`src/hw/rtl/mpd_pkg.sv`:
```
// shared types and constants for the publish frame decoder
package mpd_pkg;

  localparam int FIELD_W = 16;
  localparam int CFG_IDX_W = 1;
  localparam int CFG_DATA_W = 16;
  localparam int Q_DEPTH = 4;
  localparam int Q_AW = 2;

  localparam logic [CFG_IDX_W-1:0] REG_TOPIC_CAP = 1'd0;
  localparam logic [CFG_IDX_W-1:0] REG_PAYLOAD_CAP = 1'd1;

  localparam logic [FIELD_W-1:0] TOPIC_CAP_RESET = 16'd96;
  localparam logic [FIELD_W-1:0] PAYLOAD_CAP_RESET = 16'd320;

  localparam logic [3:0] TYPE_PUBLISH = 4'h3;
  localparam logic [2:0] MAX_LEN_DIGITS = 3'd4;
  localparam logic [2:0] MIN_FRAME_BYTES = 3'd4;

  typedef enum logic [2:0] {
    PH_HEADER,
    PH_LENGTH,
    PH_TLEN_HI,
    PH_TLEN_LO,
    PH_TOPIC,
    PH_PKTID,
    PH_PAYLOAD,
    PH_DONE
  } phase_t;

  typedef enum logic [2:0] {
    ST_OK,
    ST_SHORT,
    ST_NOT_PUBLISH,
    ST_BAD_LEN_CODE,
    ST_LEN_RANGE,
    ST_BAD_TOPIC,
    ST_NO_PKTID,
    ST_PAYLOAD_LONG
  } status_t;

  typedef enum logic [1:0] {
    KIND_TOPIC,
    KIND_PAYLOAD,
    KIND_VERDICT
  } kind_t;

  typedef struct packed {
    kind_t              kind;
    logic [7:0]         byte_value;
    status_t            status;
    logic [FIELD_W-1:0] topic_length;
    logic [FIELD_W-1:0] payload_length;
    logic [1:0]         qos_level;
    logic               last;
  } res_t;

endpackage

```
`src/hw/rtl/mpd_ifs.sv`:
```
// stream channel interfaces for packet bytes in and decoded words out
interface mpd_rx_if;
  logic       valid;
  logic       ready;
  logic [7:0] data_byte;
  logic       last_byte;

  modport source (output valid, output data_byte, output last_byte, input ready);
  modport sink (input valid, input data_byte, input last_byte, output ready);
endinterface

interface mpd_tx_if;
  logic        valid;
  logic        ready;
  logic [1:0]  kind;
  logic [7:0]  byte_value;
  logic [2:0]  status;
  logic [15:0] topic_length;
  logic [15:0] payload_length;
  logic [1:0]  qos_level;
  logic        last;

  modport source (
    output valid, output kind, output byte_value, output status,
    output topic_length, output payload_length, output qos_level, output last,
    input ready
  );
  modport sink (
    input valid, input kind, input byte_value, input status,
    input topic_length, input payload_length, input qos_level, input last,
    output ready
  );
endinterface

```
`src/hw/rtl/mqtt_publish_deframer_core.sv`:
```
// the result words of an accepted byte are written into the result queue, whose head drives tx
// throughput: one byte per cycle; each topic or payload byte yields a word, the last
// byte a verdict word too; rx.ready drops while the four-word queue lacks two free slots
// reset: clears the parse state and the result queue, capacities return to 96 and 320
// top level of the publish frame decoder
module mqtt_publish_deframer_core #(
  parameter int COUNT_WIDTH = 16
) (
  input  logic                            clk,
  input  logic                            rst,
  mpd_rx_if.sink                          rx,
  mpd_tx_if.source                        tx,
  input  logic                            cfg_we,
  input  logic [mpd_pkg::CFG_IDX_W-1:0]   cfg_index,
  input  logic [mpd_pkg::CFG_DATA_W-1:0]  cfg_data
);

  logic [mpd_pkg::FIELD_W-1:0] topic_cap;
  logic [mpd_pkg::FIELD_W-1:0] payload_cap;
  logic                        accept;
  logic                        space_ok;
  logic                        q_valid;
  logic                        pop;
  logic [1:0]                  push_n;
  mpd_pkg::res_t               item0;
  mpd_pkg::res_t               item1;
  mpd_pkg::res_t               head;

  assign rx.ready = space_ok;
  assign accept   = rx.valid && space_ok;
  assign pop      = q_valid && tx.ready;

  mpd_cfg_regs u_cfg (
    .clk         (clk),
    .rst         (rst),
    .cfg_we      (cfg_we),
    .cfg_index   (cfg_index),
    .cfg_data    (cfg_data),
    .topic_cap   (topic_cap),
    .payload_cap (payload_cap)
  );

  mpd_parser #(
    .COUNT_WIDTH (COUNT_WIDTH)
  ) u_parser (
    .clk         (clk),
    .rst         (rst),
    .accept      (accept),
    .data_byte   (rx.data_byte),
    .last_byte   (rx.last_byte),
    .topic_cap   (topic_cap),
    .payload_cap (payload_cap),
    .push_n      (push_n),
    .item0       (item0),
    .item1       (item1)
  );

  mpd_out_queue u_queue (
    .clk      (clk),
    .rst      (rst),
    .push_n   (push_n),
    .item0    (item0),
    .item1    (item1),
    .pop      (pop),
    .space_ok (space_ok),
    .valid    (q_valid),
    .head     (head)
  );

  assign tx.valid          = q_valid;
  assign tx.kind           = head.kind;
  assign tx.byte_value     = head.byte_value;
  assign tx.status         = head.status;
  assign tx.topic_length   = head.topic_length;
  assign tx.payload_length = head.payload_length;
  assign tx.qos_level      = head.qos_level;
  assign tx.last           = head.last;

  a_push_needs_accept: assert property (@(posedge clk) disable iff (rst)
    push_n != 2'd0 |-> rx.valid && rx.ready)
    else $error("result word pushed without an accepted byte");

  a_verdict_on_last: assert property (@(posedge clk) disable iff (rst)
    (push_n == 2'd2 || (push_n == 2'd1 && item0.kind == mpd_pkg::KIND_VERDICT))
      |-> rx.last_byte)
    else $error("verdict word pushed on a byte that does not end the packet");

  a_empty_after_reset: assert property (@(posedge clk)
    rst |=> !tx.valid)
    else $error("result word present right after reset");

endmodule

```
`src/hw/rtl/mpd_parser.sv`:
```
// frame parse state and per-byte result generation
module mpd_parser #(
  parameter int COUNT_WIDTH = 16
) (
  input  logic                         clk,
  input  logic                         rst,
  input  logic                         accept,
  input  logic [7:0]                   data_byte,
  input  logic                         last_byte,
  input  logic [mpd_pkg::FIELD_W-1:0]  topic_cap,
  input  logic [mpd_pkg::FIELD_W-1:0]  payload_cap,
  output logic [1:0]                   push_n,
  output mpd_pkg::res_t                item0,
  output mpd_pkg::res_t                item1
);

  localparam int CW = COUNT_WIDTH;
  localparam logic [CW-1:0] COUNT_MAX = '1;

  mpd_pkg::phase_t              phase, phase_step, phase_next;
  mpd_pkg::status_t             err_code, err_step, err_next;
  logic [CW-1:0]                bytes_seen, seen_step, seen_next;
  logic [7:0]                   header_byte, header_step, header_next;
  logic [27:0]                  rem_len, rem_step, rem_next;
  logic [2:0]                   len_digits, digits_step, digits_next;
  logic [CW-1:0]                frame_end, fe_step, fe_next;
  logic [mpd_pkg::FIELD_W-1:0]  topic_size, topic_step, topic_next;
  logic [mpd_pkg::FIELD_W-1:0]  field_count, fc_step, fc_next;

  logic [CW:0]                  next_pos;
  logic [CW:0]                  fe_ext;
  logic [CW:0]                  avail_diff;
  logic [CW-1:0]                avail;
  logic [27:0]                  digit_val;
  logic [27:0]                  rem_sum;
  logic [28:0]                  end_sum;
  logic                         end_bad;
  logic [mpd_pkg::FIELD_W-1:0]  topic_full;
  logic                         tl_bad;
  logic [mpd_pkg::FIELD_W-1:0]  fc_dec;
  logic                         pktid_bad;
  logic [mpd_pkg::FIELD_W-1:0]  plen;
  logic                         plen_bad;
  mpd_pkg::phase_t              bp_phase;
  mpd_pkg::status_t             verdict_status;
  logic                         byte_valid;
  mpd_pkg::res_t                byte_item;
  mpd_pkg::res_t                verdict_item;

  always_comb begin
    next_pos   = {1'b0, bytes_seen} + (CW+1)'(1);
    fe_ext     = {1'b0, frame_end};
    avail_diff = fe_ext - next_pos;
    avail      = (fe_ext >= next_pos) ? avail_diff[CW-1:0] : '0;
    case (len_digits)
      3'd0:    digit_val = 28'(data_byte[6:0]);
      3'd1:    digit_val = 28'(data_byte[6:0]) << 7;
      3'd2:    digit_val = 28'(data_byte[6:0]) << 14;
      3'd3:    digit_val = 28'(data_byte[6:0]) << 21;
      default: digit_val = '0;
    endcase
    rem_sum    = rem_len | digit_val;
    end_sum    = 29'(next_pos) + 29'(rem_sum);
    end_bad    = (rem_sum < 28'd2) || (end_sum > 29'(COUNT_MAX));
    topic_full = {topic_size[15:8], data_byte};
    tl_bad     = (topic_full == '0) || (topic_full >= topic_cap) ||
                 (17'(topic_full) > 17'(avail));
    fc_dec     = (field_count != '0) ? field_count - 16'd1 : '0;
    pktid_bad  = ((CW+2)'(next_pos) + (CW+2)'(2)) > (CW+2)'(frame_end);
    plen       = 16'(avail);
    plen_bad   = plen >= payload_cap;
    bp_phase   = (plen_bad || plen == '0) ? mpd_pkg::PH_DONE : mpd_pkg::PH_PAYLOAD;
  end

  // next state
  always_comb begin
    phase_step  = phase;
    err_step    = err_code;
    seen_step   = bytes_seen;
    header_step = header_byte;
    rem_step    = rem_len;
    digits_step = len_digits;
    fe_step     = frame_end;
    topic_step  = topic_size;
    fc_step     = field_count;
    if (accept) begin
      if (bytes_seen != COUNT_MAX) begin
        seen_step = bytes_seen + CW'(1);
      end
      case (phase)
        mpd_pkg::PH_HEADER: begin
          header_step = data_byte;
          if (data_byte[7:4] != mpd_pkg::TYPE_PUBLISH) begin
            err_step   = mpd_pkg::ST_NOT_PUBLISH;
            phase_step = mpd_pkg::PH_DONE;
          end else begin
            phase_step = mpd_pkg::PH_LENGTH;
          end
        end
        mpd_pkg::PH_LENGTH: begin
          if (len_digits >= mpd_pkg::MAX_LEN_DIGITS) begin
            err_step   = mpd_pkg::ST_BAD_LEN_CODE;
            phase_step = mpd_pkg::PH_DONE;
          end else begin
            rem_step    = rem_sum;
            digits_step = len_digits + 3'd1;
            if (!data_byte[7]) begin
              if (end_bad) begin
                err_step   = mpd_pkg::ST_LEN_RANGE;
                phase_step = mpd_pkg::PH_DONE;
              end else begin
                fe_step    = end_sum[CW-1:0];
                phase_step = mpd_pkg::PH_TLEN_HI;
              end
            end
          end
        end
        mpd_pkg::PH_TLEN_HI: begin
          topic_step = {data_byte, 8'h00};
          phase_step = mpd_pkg::PH_TLEN_LO;
        end
        mpd_pkg::PH_TLEN_LO: begin
          topic_step = topic_full;
          if (tl_bad) begin
            err_step   = mpd_pkg::ST_BAD_TOPIC;
            phase_step = mpd_pkg::PH_DONE;
          end else begin
            fc_step    = topic_full;
            phase_step = mpd_pkg::PH_TOPIC;
          end
        end
        mpd_pkg::PH_TOPIC: begin
          fc_step = fc_dec;
          if (fc_dec == '0) begin
            if (header_byte[2:1] != 2'd0) begin
              if (pktid_bad) begin
                err_step   = mpd_pkg::ST_NO_PKTID;
                phase_step = mpd_pkg::PH_DONE;
              end else begin
                fc_step    = 16'd2;
                phase_step = mpd_pkg::PH_PKTID;
              end
            end else begin
              fc_step    = plen;
              phase_step = bp_phase;
              if (plen_bad) begin
                err_step = mpd_pkg::ST_PAYLOAD_LONG;
              end
            end
          end
        end
        mpd_pkg::PH_PKTID: begin
          fc_step = fc_dec;
          if (fc_dec == '0) begin
            fc_step    = plen;
            phase_step = bp_phase;
            if (plen_bad) begin
              err_step = mpd_pkg::ST_PAYLOAD_LONG;
            end
          end
        end
        mpd_pkg::PH_PAYLOAD: begin
          if (next_pos >= fe_ext) begin
            phase_step = mpd_pkg::PH_DONE;
          end
        end
        default: begin
        end
      endcase
    end

    if (accept && last_byte) begin
      phase_next  = mpd_pkg::PH_HEADER;
      err_next    = mpd_pkg::ST_OK;
      seen_next   = '0;
      header_next = '0;
      rem_next    = '0;
      digits_next = '0;
      fe_next     = '0;
      topic_next  = '0;
      fc_next     = '0;
    end else begin
      phase_next  = phase_step;
      err_next    = err_step;
      seen_next   = seen_step;
      header_next = header_step;
      rem_next    = rem_step;
      digits_next = digits_step;
      fe_next     = fe_step;
      topic_next  = topic_step;
      fc_next     = fc_step;
    end
  end

  // result words
  always_comb begin
    if (seen_step < CW'(mpd_pkg::MIN_FRAME_BYTES)) begin
      verdict_status = mpd_pkg::ST_SHORT;
    end else if (err_step inside {mpd_pkg::ST_NOT_PUBLISH, mpd_pkg::ST_BAD_LEN_CODE,
                                  mpd_pkg::ST_LEN_RANGE}) begin
      verdict_status = err_step;
    end else if (phase_step == mpd_pkg::PH_LENGTH) begin
      verdict_status = mpd_pkg::ST_BAD_LEN_CODE;
    end else if (seen_step < fe_step) begin
      verdict_status = mpd_pkg::ST_LEN_RANGE;
    end else begin
      verdict_status = err_step;
    end

    byte_valid = accept &&
                 (phase == mpd_pkg::PH_TOPIC || phase == mpd_pkg::PH_PAYLOAD);

    byte_item.kind           = (phase == mpd_pkg::PH_TOPIC) ? mpd_pkg::KIND_TOPIC
                                                            : mpd_pkg::KIND_PAYLOAD;
    byte_item.byte_value     = data_byte;
    byte_item.status         = mpd_pkg::ST_OK;
    byte_item.topic_length   = '0;
    byte_item.payload_length = '0;
    byte_item.qos_level      = header_step[2:1];
    byte_item.last           = 1'b0;

    verdict_item.kind           = mpd_pkg::KIND_VERDICT;
    verdict_item.byte_value     = '0;
    verdict_item.status         = verdict_status;
    verdict_item.topic_length   = topic_step;
    verdict_item.payload_length = (verdict_status == mpd_pkg::ST_OK ||
                                   verdict_status == mpd_pkg::ST_PAYLOAD_LONG)
                                  ? fc_step : '0;
    verdict_item.qos_level      = header_step[2:1];
    verdict_item.last           = 1'b1;

    item0  = byte_valid ? byte_item : verdict_item;
    item1  = verdict_item;
    push_n = 2'(byte_valid) + 2'(accept && last_byte);
  end

  always_ff @(posedge clk) begin
    if (rst) begin
      phase       <= mpd_pkg::PH_HEADER;
      err_code    <= mpd_pkg::ST_OK;
      bytes_seen  <= '0;
      header_byte <= '0;
      rem_len     <= '0;
      len_digits  <= '0;
      frame_end   <= '0;
      topic_size  <= '0;
      field_count <= '0;
    end else begin
      phase       <= phase_next;
      err_code    <= err_next;
      bytes_seen  <= seen_next;
      header_byte <= header_next;
      rem_len     <= rem_next;
      len_digits  <= digits_next;
      frame_end   <= fe_next;
      topic_size  <= topic_next;
      field_count <= fc_next;
    end
  end

endmodule

```
`src/hw/rtl/mpd_out_queue.sv`:
```
// small result queue taking up to two words per cycle
module mpd_out_queue (
  input  logic          clk,
  input  logic          rst,
  input  logic [1:0]    push_n,
  input  mpd_pkg::res_t item0,
  input  mpd_pkg::res_t item1,
  input  logic          pop,
  output logic          space_ok,
  output logic          valid,
  output mpd_pkg::res_t head
);

  mpd_pkg::res_t             mem [mpd_pkg::Q_DEPTH];
  logic [mpd_pkg::Q_AW-1:0]  wr_ptr, wr_ptr_next;
  logic [mpd_pkg::Q_AW-1:0]  rd_ptr, rd_ptr_next;
  logic [mpd_pkg::Q_AW:0]    count, count_next;
  logic [mpd_pkg::Q_AW-1:0]  wr_ptr_plus1;

  always_comb begin
    wr_ptr_plus1 = wr_ptr + mpd_pkg::Q_AW'(1);
    wr_ptr_next  = wr_ptr + mpd_pkg::Q_AW'(push_n);
    rd_ptr_next  = rd_ptr + mpd_pkg::Q_AW'(pop);
    count_next   = count + (mpd_pkg::Q_AW+1)'(push_n) - (mpd_pkg::Q_AW+1)'(pop);
    space_ok     = count <= (mpd_pkg::Q_AW+1)'(mpd_pkg::Q_DEPTH - 2);
    valid        = count != '0;
    head         = mem[rd_ptr];
  end

  always_ff @(posedge clk) begin
    if (push_n != 2'd0) begin
      mem[wr_ptr] <= item0;
    end
    if (push_n == 2'd2) begin
      mem[wr_ptr_plus1] <= item1;
    end
  end

  always_ff @(posedge clk) begin
    if (rst) begin
      wr_ptr <= '0;
      rd_ptr <= '0;
      count  <= '0;
    end else begin
      wr_ptr <= wr_ptr_next;
      rd_ptr <= rd_ptr_next;
      count  <= count_next;
    end
  end

endmodule

```
`src/hw/rtl/mpd_publish_deframer_core_top_placeholder.sv`:
```
// capacity register file for the decoder
module mpd_cfg_regs (
  input  logic                              clk,
  input  logic                              rst,
  input  logic                              cfg_we,
  input  logic [mpd_pkg::CFG_IDX_W-1:0]     cfg_index,
  input  logic [mpd_pkg::CFG_DATA_W-1:0]    cfg_data,
  output logic [mpd_pkg::FIELD_W-1:0]       topic_cap,
  output logic [mpd_pkg::FIELD_W-1:0]       payload_cap
);

  always_ff @(posedge clk) begin
    if (rst) begin
      topic_cap   <= mpd_pkg::TOPIC_CAP_RESET;
      payload_cap <= mpd_pkg::PAYLOAD_CAP_RESET;
    end else if (cfg_we) begin
      case (cfg_index)
        mpd_pkg::REG_TOPIC_CAP:   topic_cap <= cfg_data;
        mpd_pkg::REG_PAYLOAD_CAP: payload_cap <= cfg_data;
        default: begin
        end
      endcase
    end
  end

endmodule

```
`src/flat_wrapper.sv`:
```
// flat-port wrapper written by rule: the top's interface ports become plain ports
module mqtt_publish_deframer_core_flat 
#(
  parameter int COUNT_WIDTH = 16
)
  (clk, rst, cfg_we, cfg_index, cfg_data, rx_valid, rx_data_byte, rx_last_byte, rx_ready, tx_valid, tx_kind, tx_byte_value, tx_status, tx_topic_length, tx_payload_length, tx_qos_level, tx_last, tx_ready);
  mpd_rx_if rx_i ();
  mpd_tx_if tx_i ();
  input  logic clk;
  input  logic rst;
  input  logic cfg_we;
  input  logic [mpd_pkg::CFG_IDX_W-1:0] cfg_index;
  input  logic [mpd_pkg::CFG_DATA_W-1:0] cfg_data;
  input wire logic [$bits(rx_i.valid)-1:0] rx_valid;
  input wire logic [$bits(rx_i.data_byte)-1:0] rx_data_byte;
  input wire logic [$bits(rx_i.last_byte)-1:0] rx_last_byte;
  output wire logic [$bits(rx_i.ready)-1:0] rx_ready;
  output wire logic [$bits(tx_i.valid)-1:0] tx_valid;
  output wire logic [$bits(tx_i.kind)-1:0] tx_kind;
  output wire logic [$bits(tx_i.byte_value)-1:0] tx_byte_value;
  output wire logic [$bits(tx_i.status)-1:0] tx_status;
  output wire logic [$bits(tx_i.topic_length)-1:0] tx_topic_length;
  output wire logic [$bits(tx_i.payload_length)-1:0] tx_payload_length;
  output wire logic [$bits(tx_i.qos_level)-1:0] tx_qos_level;
  output wire logic [$bits(tx_i.last)-1:0] tx_last;
  input wire logic [$bits(tx_i.ready)-1:0] tx_ready;
  assign rx_i.valid = rx_valid;
  assign rx_i.data_byte = rx_data_byte;
  assign rx_i.last_byte = rx_last_byte;
  assign rx_ready = rx_i.ready;
  assign tx_valid = tx_i.valid;
  assign tx_kind = tx_i.kind;
  assign tx_byte_value = tx_i.byte_value;
  assign tx_status = tx_i.status;
  assign tx_topic_length = tx_i.topic_length;
  assign tx_payload_length = tx_i.payload_length;
  assign tx_qos_level = tx_i.qos_level;
  assign tx_last = tx_i.last;
  assign tx_i.ready = tx_ready;
  mqtt_publish_deframer_core #(.COUNT_WIDTH(COUNT_WIDTH)) u_core (.clk(clk), .rst(rst), .rx(rx_i), .tx(tx_i), .cfg_we(cfg_we), .cfg_index(cfg_index), .cfg_data(cfg_data));
endmodule
```
`config.mk`:
```
export PLATFORM = sky130hd
export DESIGN_NAME = mqtt_publish_deframer_core_flat
export DESIGN_NICKNAME = d
export VERILOG_FILES = /design/src/hw/rtl/mpd_pkg.sv /design/src/hw/rtl/mpd_ifs.sv /design/src/hw/rtl/mqtt_publish_deframer_core.sv /design/src/hw/rtl/mpd_parser.sv /design/src/hw/rtl/mpd_out_queue.sv /design/src/hw/rtl/mpd_publish_deframer_core_top_placeholder.sv /design/src/flat_wrapper.sv
export SDC_FILE = /design/constraint.sdc
export NUM_CORES = 1
export LEC_CHECK = 0
export BUFFER_PORTS_ARGS = -buffer_cell sky130_fd_sc_hd__buf_2
export CORE_MARGIN = 2
export CORE_UTILIZATION = 50
export DETAILED_ROUTE_END_ITERATION = 16
export HOLD_SLACK_MARGIN = 0.02
export PLACE_DENSITY = 0.71
export SLEW_MARGIN = 5
export SYNTH_ARGS = -nofsm -noshare
export SYNTH_HDL_FRONTEND = slang
export SYNTH_SLANG_ARGS = --single-unit
```
`constraint.sdc`:
```
create_clock -name clk -period 16 [get_ports clk]
set_clock_uncertainty 0.1 [all_clocks]
set_input_delay 2.4 -clock clk [delete_from_list [all_inputs] [get_ports clk]]
set_output_delay 2.4 -clock clk [all_outputs]
set_load 0.01 [all_outputs]
```
Yosys cells after proc, flatten, opt, wreduce, memory -nomap -nowiden

Memory sizes are Yosys's and may differ from the RTL's. A register that Yosys moved wholly into a read port is not among the register bits.
Cells that the tools add are included.

Add/subtract/negate cells: 13
Order comparisons: 12
Equality and inequality tests: 17
Multiplexer cells: 58
Bitwise logic cells: 3
Reduce and logical (&&, ||, !) cells: 26

Operators with widths:

| cell                                                                              | number |
|---|---|
| 16-bit two-way mux                                                                | 17 |
| 28-bit case mux with 4 select lines                                               | 1 |
| 3-bit two-way mux                                                                 | 26 |
| 16-bit logical NOT                                                                | 3 |
| 48-bit two-way mux                                                                | 1 |
| 16-bit case mux with 3 select lines                                               | 1 |
| 16-bit >= comparator                                                              | 2 |
| 16-bit case mux with 2 select lines                                               | 1 |
| 17-bit by 28-bit adder with 29-bit output                                         | 1 |
| 29-bit by 16-bit greater-than comparator with 1-bit output, second input constant | 1 |
| 28-bit by 2-bit less-than comparator with 1-bit output, second input constant     | 1 |
| 28-bit bitwise OR                                                                 | 1 |
| 3-bit case mux with 7 select lines                                                | 1 |
| 17-bit by 2-bit adder with 18-bit output, second input constant                   | 1 |
| 3-bit by 2-bit equality test with 1-bit output, second input constant             | 6 |
| 18-bit by 16-bit greater-than comparator with 1-bit output                        | 1 |
| 16-bit by 1-bit adder with 17-bit output, second input constant                   | 1 |
| 16-bit by 17-bit >= comparator with 1-bit output                                  | 1 |
| 17-bit by 16-bit >= comparator with 1-bit output                                  | 1 |
| 16-bit by 1-bit adder with 16-bit output, second input constant                   | 1 |
| 16-bit greater-than comparator                                                    | 1 |
| 16-bit less-than comparator                                                       | 1 |
| 16-bit by 3-bit less-than comparator with 1-bit output, second input constant     | 1 |
| 16-bit inequality test, second input constant                                     | 1 |
| 28 further kinds                                                                  | 56 |

Flip-flop bits (word level): 143
Bits in writable memories: 192
Input bits: 31
Output and inout bits: 50
Logic and storage cells: 145
Memories: 1

Memories:

| memory             | words | bits a word | rd ports | clocked after Yosys merged registers in | write ports | line                | text |
|---|---|---|---|---|---|---|---|
| u_core.u_queue.mem | 4     | 48          | 1        | 1                                       | 2           | mpd_out_queue.sv:14 | `mpd_pkg::res_t mem [mpd_pkg::Q_DEPTH];` |

Longest topological paths before layout

Gate-level depths: netlist of run 1.

Depth in word-level cells: 20
Depth in mapped cells: 34
Depth with buffers taken out: 30

By module

From an unflattened synthesis of run 1, not the netlist that was laid out.

Cell total of the unflattened synthesis: 2196
Area total of the unflattened synthesis: 22631.7 sq um

By module, submodules not included:

| module                     | times used | cells an instance | area each (sq um) | seq. area each (sq um) |
|---|---|---|---|---|
| mpd_parser                 | 1          | 1563              | 11618.6           | 2062.0 |
| mpd_out_queue              | 1          | 504               | 9634.2            | 5905.7 |
| mpd_cfg_regs               | 1          | 127               | 1366.3            | 640.6 |
| mqtt_publish_deframer_core | 1          | 2                 | 12.5              | 0.0 |

Worst setup path before layout of run 1

Ideal clock, no wire load.

Path kind: input-to-reg
From: input port rx_data_byte[4]
To: memory u_core.u_queue.mem[0][17] (netlist name) (data pin)
Library setup time: 0.272 ns
Arrival time: 8.205 ns
Required time: 15.628 ns
Setup slack: 7.423 ns
Stages: 31
Buffers on the path: 4
Path through: clkbuf_1 > clkbuf_1 > nor2b_1 > a21o_1 > ha_1 > o21a_1 > o31a_1 > o21ai_0 > o211a_1 > o32a_1 > nor4_1 > o211ai_1 > a2111o_1 > nor2_4 > buf_2 > mux2i_1 > ha_1 > a21o_1 > a21o_1 > a21o_1 > a21oi_1 > nor2b_1 > o21ai_0 > nand2b_1 > a21oi_1 > nand3_1 > mux2i_1 > nor2_2 > o21ai_4 > buf_6 > nor3_2

RTL lines:

| what            | line                | text |
|---|---|---|
| start, declared | flat_wrapper.sv:15  | `input wire logic [$bits(rx_i.data_byte)-1:0] rx_data_byte;` |
| end, declared   | mpd_out_queue.sv:14 |  |

==> results of run 1 <==
==> final timing paths <==
path	from	end	slack (ns)	cells after the start
setup / recovery	rx_data_byte[0]	u_core.u_queue.mem[2][4]	6.20	32
hold / removal	u_core.u_queue.mem[2][0]	u_core.u_queue.mem[2][0]	0.35	2
setup reg to reg	u_core.u_parser.bytes_seen[0]	u_core.u_queue.mem[2][4]	6.99	28
hold reg to reg	u_core.u_queue.mem[2][0]	u_core.u_queue.mem[2][0]	0.35	2
==> cells by family (layout without fill, tap and decap cells) <==
logic type	after synthesis	count (layout)	synth area share
DFF	330	330	0.398
AOI/OAI and AO/OA	483	483	0.166
and+or+nand+nor	780	780	0.199
muxes	76	76	0.0666
xor gates and xnor gates	73	73	0.0324
buffers and inverters	244	307	0.0497
adders and majority gates	142	142	0.0886
==> metrics by stage <==
step	hold WS [ns]	setup WS [ns]	instance area, sq um	util
after floorplan	0.318	7.42	20300	-
after global placement	0.331	5.99	21100	0.527
after detailed placement	0.337	5.78	21100	0.527
after CTS	0.346	6.33	22300	0.558
after global routing	0.375	5.66	22300	0.558
final	0.346	6.20	22300	0.558
==> layer usage <==
metal  track usage  vias up  routed length [microns]
met5             0        -                        0
met4         0.106        0                     2060
met3        0.0379      126                     3610
met2         0.470      599                    27800
met1         0.361     8301                    24600
li1              -     7824                        -
==> final cells by class <==
| type | count | area share |
|---|---|---|
| clock buffer | 56 | 0.0478 |
| clock inverter | 12 | 0.00652 |
| inverter | 135 | 0.0228 |
| multi-input combinational | 1554 | 0.504 |
| sequential | 330 | 0.363 |
| tap | 525 | 0.0295 |
| timing repair buffer | 104 | 0.0261 |
==> Yosys cell counts, types with 20 or more instances <==
cell type  number  area, sq um
ha_1          139         1740
edfxtp_1      148         4440
a22o_1         39          342
mux2i_1        26          260
and2_1         34          213
inv_1         132          495
nand4_1        25          156
a21o_1         43          323
nand2b_1       23          144
xor2_1         20          175
clkbuf_1       72          270
nor3_2         53          531
nor4_1         22          138
nor3_1         50          250
nand3_1        27          135
o21ai_0        76          380
dfxtp_1       182         3640
mux4_2         47         1060
nor2_1        255          957
nand2_1       185          694
nor2b_1        24          150
a21oi_1       127          636
xnor2_1        52          455
==> flip-flops by register name (all words and copies together), names as in the netlist, 3 cells and up <==
name / count
u_core.u_parser.frame_end: 16
u_core.u_parser.rem_len: 28
u_core.u_parser.phase: 3
u_core.u_queue.mem: 188
u_core.u_parser.bytes_seen: 16
u_core.u_parser.field_count: 16
u_core.u_cfg.payload_cap: 16
u_core.u_queue.count: 3
u_core.u_cfg.topic_cap: 16
u_core.u_parser.len_digits: 3
u_core.u_parser.topic_size: 16
u_core.u_parser.err_code: 3
==> power breakdown <==
group | switching, mW | total, mW | leakage [nW] | internal [mW]
logic | 0.786 | 1.23 | 5.32 | 0.440
clock network | 0.353 | 0.850 | 0.591 | 0.497
registers | 0.0512 | 1.02 | 2.85 | 0.965
==> worst min-delay path: cells and delay by family, from the launching register on <==
family,cells,cell delay (ns)
flip-flops,1,0.31
AND/OR/NAND/NOR,2,0.09
==> impl_metrics.ini, run 1 <==
[power_and_ir_drop]
power-per-cell-area_nw_per_um2 = 139
leakagePower_nw = 8.76
vdd_ir_drop_max_mv = 0.0813
fin_total_pwr_mw = 3.09

[logic_synthesis]
synth_edf_count = 148
yosysUniqueCellTypes = 100
async_reset_ff_frac = 0
synth.net_count = 2301
ys_warn_count = 0
yosys_most_used_dff = dfxtp_1
ys_seq_area_frac = 0.398
syn_area_per_cell_sq_um = 9.54
syn_inst = 2128
ys_ff_latch = 330
synth_area_sq_um = 20300

[sta]
slew_violations = 0
final-setup-viol-count = 0
post-route-period-util = 0.613
rsz0062_at_grt = no
fin_setup_tns_ns = 0
relSlewSlack = 0.193
tightest_slew_ns = 1.21
finalHoldViolations = 0
min_period_ns = 9.80
max_freq_ghz = 0.102

[placement]
gp_congestion = 0.930
dp_cells = 2648
numPortBuffers = 80
dp_hpwl_microns = 41400

[route]
viasPerCell = 6.20
vias = 16900
ant_nets = 0
wl_microns = 58100
wl_per_cell_microns = 21.4
first_iter_violations = 1612
drtPass1Iterations = 5
drc = 0

[global_routing]
grt_max_degree = 66
grtUsageTotal = 0.277
grt_pass1_wl_microns = 91700
overflow = 0
grt_pass1_vias = 16500
antenna_found_initial = 0

[critical_path]
worst-path-max-fanout = 64
crit_top_cell = a21o_1
criticalPathCategory = in2reg
cp.arrival_ns = 9.96
endpoint_kind = flop
crit_path_top_delay_cell = buf_4
crit_family = compound AO/OA/AOI/OAI gates
start_kind = input port
required_ns = 16.16
cpPeakStageDelay_ns = 0.70
cp_num_buf_inv = 4

[layout]
antenna_cells = 0
final_common_cell = nor2_1
final_nets = 2335
final_cell_mix = 254 x nor2_1, 185 x nand2_1, 180 x dfxtp_1
regArea_sq_um = 8090
num-fill-cells = 3518
synthToLayoutAreaGrowth_pct = 9.62
fin_cells = 2716
multiInputGateArea_sq_um = 11200
drive_above_1_share = 0.138

[floorplan]
fp.dieArea_sq_um = 42200
core_sq_um = 39900
rows = 73
die_w_microns = 206
ios = 81
initial_core_util = 0.509
die_y_microns = 206

[hold_path]
min_path_type = reg2reg

[clock_network]
clock_sinks = 330
post_cts_resized = 0
cts_root_buf = clkbuf_16
cts_setup_buffers = 0
cts_made_buffers = 37
worstSkewPairLatency_ns = 0.56
clockBufferDepth = 3
ctsHoldBuffers = 0
path_clk_slew_ns = 0.06
cts.htree.levels = 2
cts_tree = built

[flow_run]
drv_cap = 0

[outcome]
status = complete, no violations
No activity file was read; power rests on OpenSTA's default activity.
==> inputs of run 2 (changes only) <==
==> constraint.sdc (replaced) <==
create_clock -name clk -period 9.9 [get_ports clk]
set_clock_uncertainty 0.1 [all_clocks]
set_input_delay 1.485 -clock clk [delete_from_list [all_inputs] [get_ports clk]]
set_output_delay 1.485 -clock clk [all_outputs]
set_load 0.01 [all_outputs]
==> impl_metrics.ini, run 2 (synthesis gave the netlist of run 1 again) <==
[layout]
drive_above_1_share = 0.140
final_cell_mix = 254 x nor2_1, 185 x nand2_1, 180 x dfxtp_1
top_register = u_core.u_queue.mem
antenna_cells = 0
num-fill-cells = 3454
final_nets = 2334
final_common_cell = nor2_1
synthToLayoutAreaGrowth_pct = 9.75
design_area_sq_um = 22300
top_regs = u_core.u_queue.mem: 188 flops, u_core.u_parser.rem_len: 28 flops
largest_reg_flops = 188

[critical_path]
cp.arrival_ns = 8.56
start_kind = flop
crit_path_top_delay_cell = nor3_1
r2r-start = u_core.u_parser.bytes_seen[0]
r2r_cells = 28
r2r_slack_ns = 1.51
cpPeakStageDelay_ns = 0.70
worst-path-max-fanout = 52
endpoint_kind = flop
required_ns = 10.06
criticalPathCategory = reg2reg
r2r_end = u_core.u_queue.mem[2][8]

[route]
drc = 0
viasPerCell = 6.15
wl_microns = 57700
first_iter_violations = 1543
vias = 16700
drtPass1Iterations = 6
ant_nets = 0
wl_per_cell_microns = 21.3

[clock_network]
cts_tree = built
clock_sinks = 330
post_cts_resized = 0
cts_root_buf = clkbuf_16
path_clk_slew_ns = 0.06
cts.htree.levels = 2
ctsHoldBuffers = 0
clockBufferDepth = 3
cts_setup_buffers = 0
worstSkewPairLatency_ns = 0.57
cts_made_buffers = 38

[sta]
fin_setup_tns_ns = 0
min_period_ns = 8.39
post-route-period-util = 0.848
finalHoldViolations = 0
tightest_slew_ns = 1.24
slew_violations = 0
rsz0062_at_grt = no
max_freq_ghz = 0.119
relSlewSlack = 0.174
final-setup-viol-count = 0

[power_and_ir_drop]
vdd_ir_drop_max_mv = 0.136
switchingPower_mw = 1.93
switching_share = 0.382
p_comb_frac = 0.395
seqPwrFrac = 0.325
p_int_mw = 3.12
leakagePower_nw = 8.79
power-per-cell-area_nw_per_um2 = 226
p_clk_frac = 0.280

[placement]
numPortBuffers = 80
gp_congestion = 0.996
dpl_cell_area_sq_um = 21100
dp_hpwl_microns = 41200

[floorplan]
die_w_microns = 206
core_sq_um = 39900
initial_core_util = 0.509
ios = 81
rows = 73
die_y_microns = 206
fp.dieArea_sq_um = 42200

[global_routing]
antenna_found_initial = 2
overflow = 0
grt_max_degree = 66
grtUsageTotal = 0.275
grt_pass1_wl_microns = 89900
grt_pass1_vias = 16300

[hold_path]
min_path_type = reg2reg
min_from = u_core.u_queue.mem[3][0]
hold_depth = 2
worstHoldEndpoint = u_core.u_queue.mem[3][0]

[outcome]
status = complete, no violations

[flow_run]
drv_cap = 0
[run 2: power by group through the flow]
stage                     Sequential [mW]  Combinational [mW]  Clock [mW]
final                                1.64                1.99        1.41
after global routing                 1.65                2.18        1.48
after CTS                            1.63                1.97        1.43
after detailed placement             1.66                1.96           0
after global placement               1.66                1.91           0
after floorplan                      1.63                1.44           0
[run 2: metal layers]
metal,vias up,part of all wire,track usage
li1,7816,-,-
met4,4,0.042,0.119
met1,8003,0.40,0.348
met5,-,0.00031,0
met3,171,0.080,0.0580
met2,684,0.47,0.456
[run 2: through the flow]
step | hold slack (ns) | setup slack [ns] | util | total power [mW] | cells
after floorplan | 0.318 | 2.24 | - | 3.07 | 2128
after global placement | 0.330 | 1.25 | 0.527 | 3.57 | 2646
after detailed placement | 0.337 | 1.13 | 0.527 | 3.62 | 2646
after CTS | 0.345 | 1.68 | 0.558 | 5.04 | 2711
after global routing | 0.370 | 0.966 | 0.558 | 5.32 | 2711
final | 0.349 | 1.51 | 0.558 | 5.04 | 2711
[run 2: cell type report]
cell class / instances / area, sq um / share of cell area
timing repair buffer: 102 / 578 / 0.0259
tap: 525 / 657 / 0.0295
clock buffer: 49 / 1060 / 0.0474
multi-input combinational: 1554 / 11200 / 0.503
clock inverter: 16 / 180 / 0.00808
inverter: 135 / 507 / 0.0227
sequential: 330 / 8090 / 0.363
[run 2: worst max path at each step]
| stage | start | to | slack, ns | cells after the start |
|---|---|---|---|---|
| 6_report | u_core.u_parser.bytes_seen[0] | u_core.u_queue.mem[2][8] | 1.51 | 28 |
| 5_1_grt | rx_data_byte[0] | u_core.u_queue.mem[2][8] | 0.97 | 32 |
| 4_1_cts | u_core.u_parser.bytes_seen[0] | u_core.u_queue.mem[2][8] | 1.68 | 27 |
| 3_5_place_dp | rx_data_byte[0] | u_core.u_queue.mem[2][8] | 1.13 | 32 |
| 3_3_place_gp | rx_data_byte[0] | u_core.u_queue.mem[0][6] | 1.25 | 32 |
| 2_1_floorplan | rx_data_byte[4] | u_core.u_queue.mem[0][17] | 2.24 | 31 |
[run 2: worst max-delay path, delay by kind of cell (launching register included)]
kind / cells / cell delay [ns]
and+or+nand+nor: 10 / 2.94
adders and majority gates: 3 / 1.10
DFF: 1 / 0.47
buffers and inverters: 3 / 0.53
AOI/OAI and AO/OA: 12 / 2.92
==> inputs of run 3 (changes only) <==
--- a/config.mk
+++ b/config.mk
@@ -5,6 +5,7 @@
 export SDC_FILE = /design/constraint.sdc
 export NUM_CORES = 1
 export LEC_CHECK = 0
+export ABC_AREA = 1
 export BUFFER_PORTS_ARGS = -buffer_cell sky130_fd_sc_hd__buf_2
 export CORE_MARGIN = 2
 export CORE_UTILIZATION = 50
==> constraint.sdc (replaced) <==
create_clock -name clk -period 7.8 [get_ports clk]
set_clock_uncertainty 0.1 [all_clocks]
set_input_delay 1.17 -clock clk [delete_from_list [all_inputs] [get_ports clk]]
set_output_delay 1.17 -clock clk [all_outputs]
set_load 0.01 [all_outputs]
==> impl_metrics.ini, run 3 <==
[placement]
dp_hpwl_microns = 44400
pre_cts_ws_ns = 0.269
dp_cells = 3159
dpl_cell_area_sq_um = 21000
numPortBuffers = 80
gp_congestion = 0.965

[global_routing]
grt_max_degree = 97
grt_pass1_vias = 17700
antenna_found_initial = 0
grt_pass1_wl_microns = 96400
grtUsageTotal = 0.296
overflow = 0

[layout]
final_cell_mix = 395 x nor2_1, 394 x nand2_1, 341 x inv_1
largest_reg_flops = 188
top_register = u_core.u_queue.mem
final_core_util = 0.562
fin_cells = 3229
final_common_cell = nor2_1
final_nets = 2851
design_area_sq_um = 22300
top_regs = u_core.u_queue.mem: 188 flops, u_core.u_parser.rem_len: 28 flops
synthToLayoutAreaGrowth_pct = 11.0
antenna_cells = 0
drive_above_1_share = 0.116

[floorplan]
fp.dieArea_sq_um = 41700
die_w_microns = 204
rows = 73
core_sq_um = 39600
ios = 81
die_y_microns = 204
initial_core_util = 0.506

[sta]
post-route-period-util = 0.903
tightest_slew_ns = 1.00
relSlewSlack = 0.324
holdWs_ns = 0.348
slew_violations = 0
finalHoldViolations = 0
min_period_ns = 7.05
rsz0062_at_grt = no
final-setup-viol-count = 0
setup_ws_ns = 0.753
max_freq_ghz = 0.142
fin_setup_tns_ns = 0

[power_and_ir_drop]
p_comb_frac = 0.506
switching_share = 0.451
fin_total_pwr_mw = 7.68
p_int_mw = 4.21
seqPwrFrac = 0.272
power-per-cell-area_nw_per_um2 = 345
leakagePower_nw = 9.29
p_clk_frac = 0.222
vdd_ir_drop_max_mv = 0.223
switchingPower_mw = 3.46

[logic_synthesis]
ys_ff_latch = 330
yosysTopAreaCell = edfxtp_1
async_reset_ff_frac = 0
yosys.area.top_type_share = 0.221
synth_most_common_cell = nor2_1
yosysUniqueCellTypes = 63
synth_edf_count = 148
synth_area_leaders = edfxtp_1 22%, dfxtp_1 18%, ha_1 8.7%
synth_area_sq_um = 20100
synth_common_cells = 400 x nor2_1, 396 x nand2_1, 343 x inv_1
ys_warn_count = 0
synth.net_count = 2783
syn_inst = 2610
syn_area_per_cell_sq_um = 7.69
ys_seq_area_frac = 0.403
yosys_most_used_dff = dfxtp_1

[critical_path]
cp.arrival_ns = 7.22
cp_num_buf_inv = 10
cp_num_cells = 48
required_ns = 7.97
criticalPathCategory = reg2reg
crit_path_top_delay_cell = dfxtp_1
r2r_cells = 48
crit_top_cell = nand2_1
crit_family = simple AND/OR/NAND/NOR gates
worst-path-max-fanout = 14
endpoint_kind = flop
start_kind = flop
cpPeakStageDelay_ns = 0.45

[hold_path]
min_path_type = reg2reg
hold_depth = 2

[route]
drc = 0
ant_nets = 0
wl_microns = 61400
wl_per_cell_microns = 19.0
viasPerCell = 5.61
vias = 18100
drtPass1Iterations = 6
first_iter_violations = 1500

[clock_network]
path_clk_slew_ns = 0.06
cts_root_buf = clkbuf_16
cts_tree = built
clockBufferDepth = 3
clock_sinks = 330
worstSkewPairLatency_ns = 0.56
cts.htree.levels = 2
cts_made_buffers = 36

[outcome]
status = complete, no violations

[flow_run]
drv_cap = 0
## run 3: final timing paths
| kind | startpoint | slack [ns] | end |
|---|---|---|---|
| max | u_core.u_parser.bytes_seen[0] | 0.75 | u_core.u_queue.mem[2][11] |
| max reg2reg | u_core.u_parser.bytes_seen[0] | 0.75 | u_core.u_queue.mem[2][11] |
| min reg2reg | u_core.u_parser.rem_len[2] | 0.35 | u_core.u_parser.rem_len[2] |
| min | u_core.u_parser.rem_len[2] | 0.35 | u_core.u_parser.rem_len[2] |
## run 3: layout make-up
| class | count | area [sq um] |
|---|---|---|
| inverter | 367 | 1380 |
| clock buffer | 46 | 980 |
| sequential | 330 | 8090 |
| tap | 525 | 657 |
| timing repair buffer | 119 | 697 |
| fill | 3768 | 17400 |
| multi-input combinational | 1824 | 10300 |
| clock inverter | 18 | 178 |
## run 3: cells by family after synthesis
group / count (synthesis) / share of synthesized area
AO/OA/AOI/OAI: 559 / 0.158
XOR/XNOR: 53 / 0.0239
flip-flops: 330 / 0.403
adder cells (fa/ha/maj): 142 / 0.0897
buffers and inverters: 457 / 0.0873
AND/OR/NAND/NOR: 1069 / 0.238
## run 3: repair_timing
item | CTS | global route
resized for setup | 0 | 16
setup endpoints to repair | 0 | 72
hold buffers | 0 | 0
setup buffers | 0 | 5
## run 3: worst reg2reg max path: cells and delay by family, from the launching register on
kind | cells | cell delay, ns
xor+xnor | 1 | 0.18
fa+ha+maj | 3 | 0.93
buf+inv | 10 | 1.24
flops | 1 | 0.45
compound gates | 4 | 0.37
simple gates | 30 | 3.48
## run 3: power groups by stage
stage | clock (mW) | combinational, mW | sequential [mW]
global placement | 0 | 3.70 | 2.12
floorplan | 0 | 2.69 | 2.09
global route | 1.79 | 4.34 | 2.11
detailed placement | 0 | 3.77 | 2.12
finish | 1.71 | 3.88 | 2.09
CTS | 1.72 | 3.79 | 2.09
## run 3: per-layer routing
layer | share of wire | track usage
met1 | 0.42 | 0.368
met5 | 0 | 0
met3 | 0.056 | 0.0360
met4 | 0.041 | 0.132
met2 | 0.49 | 0.515
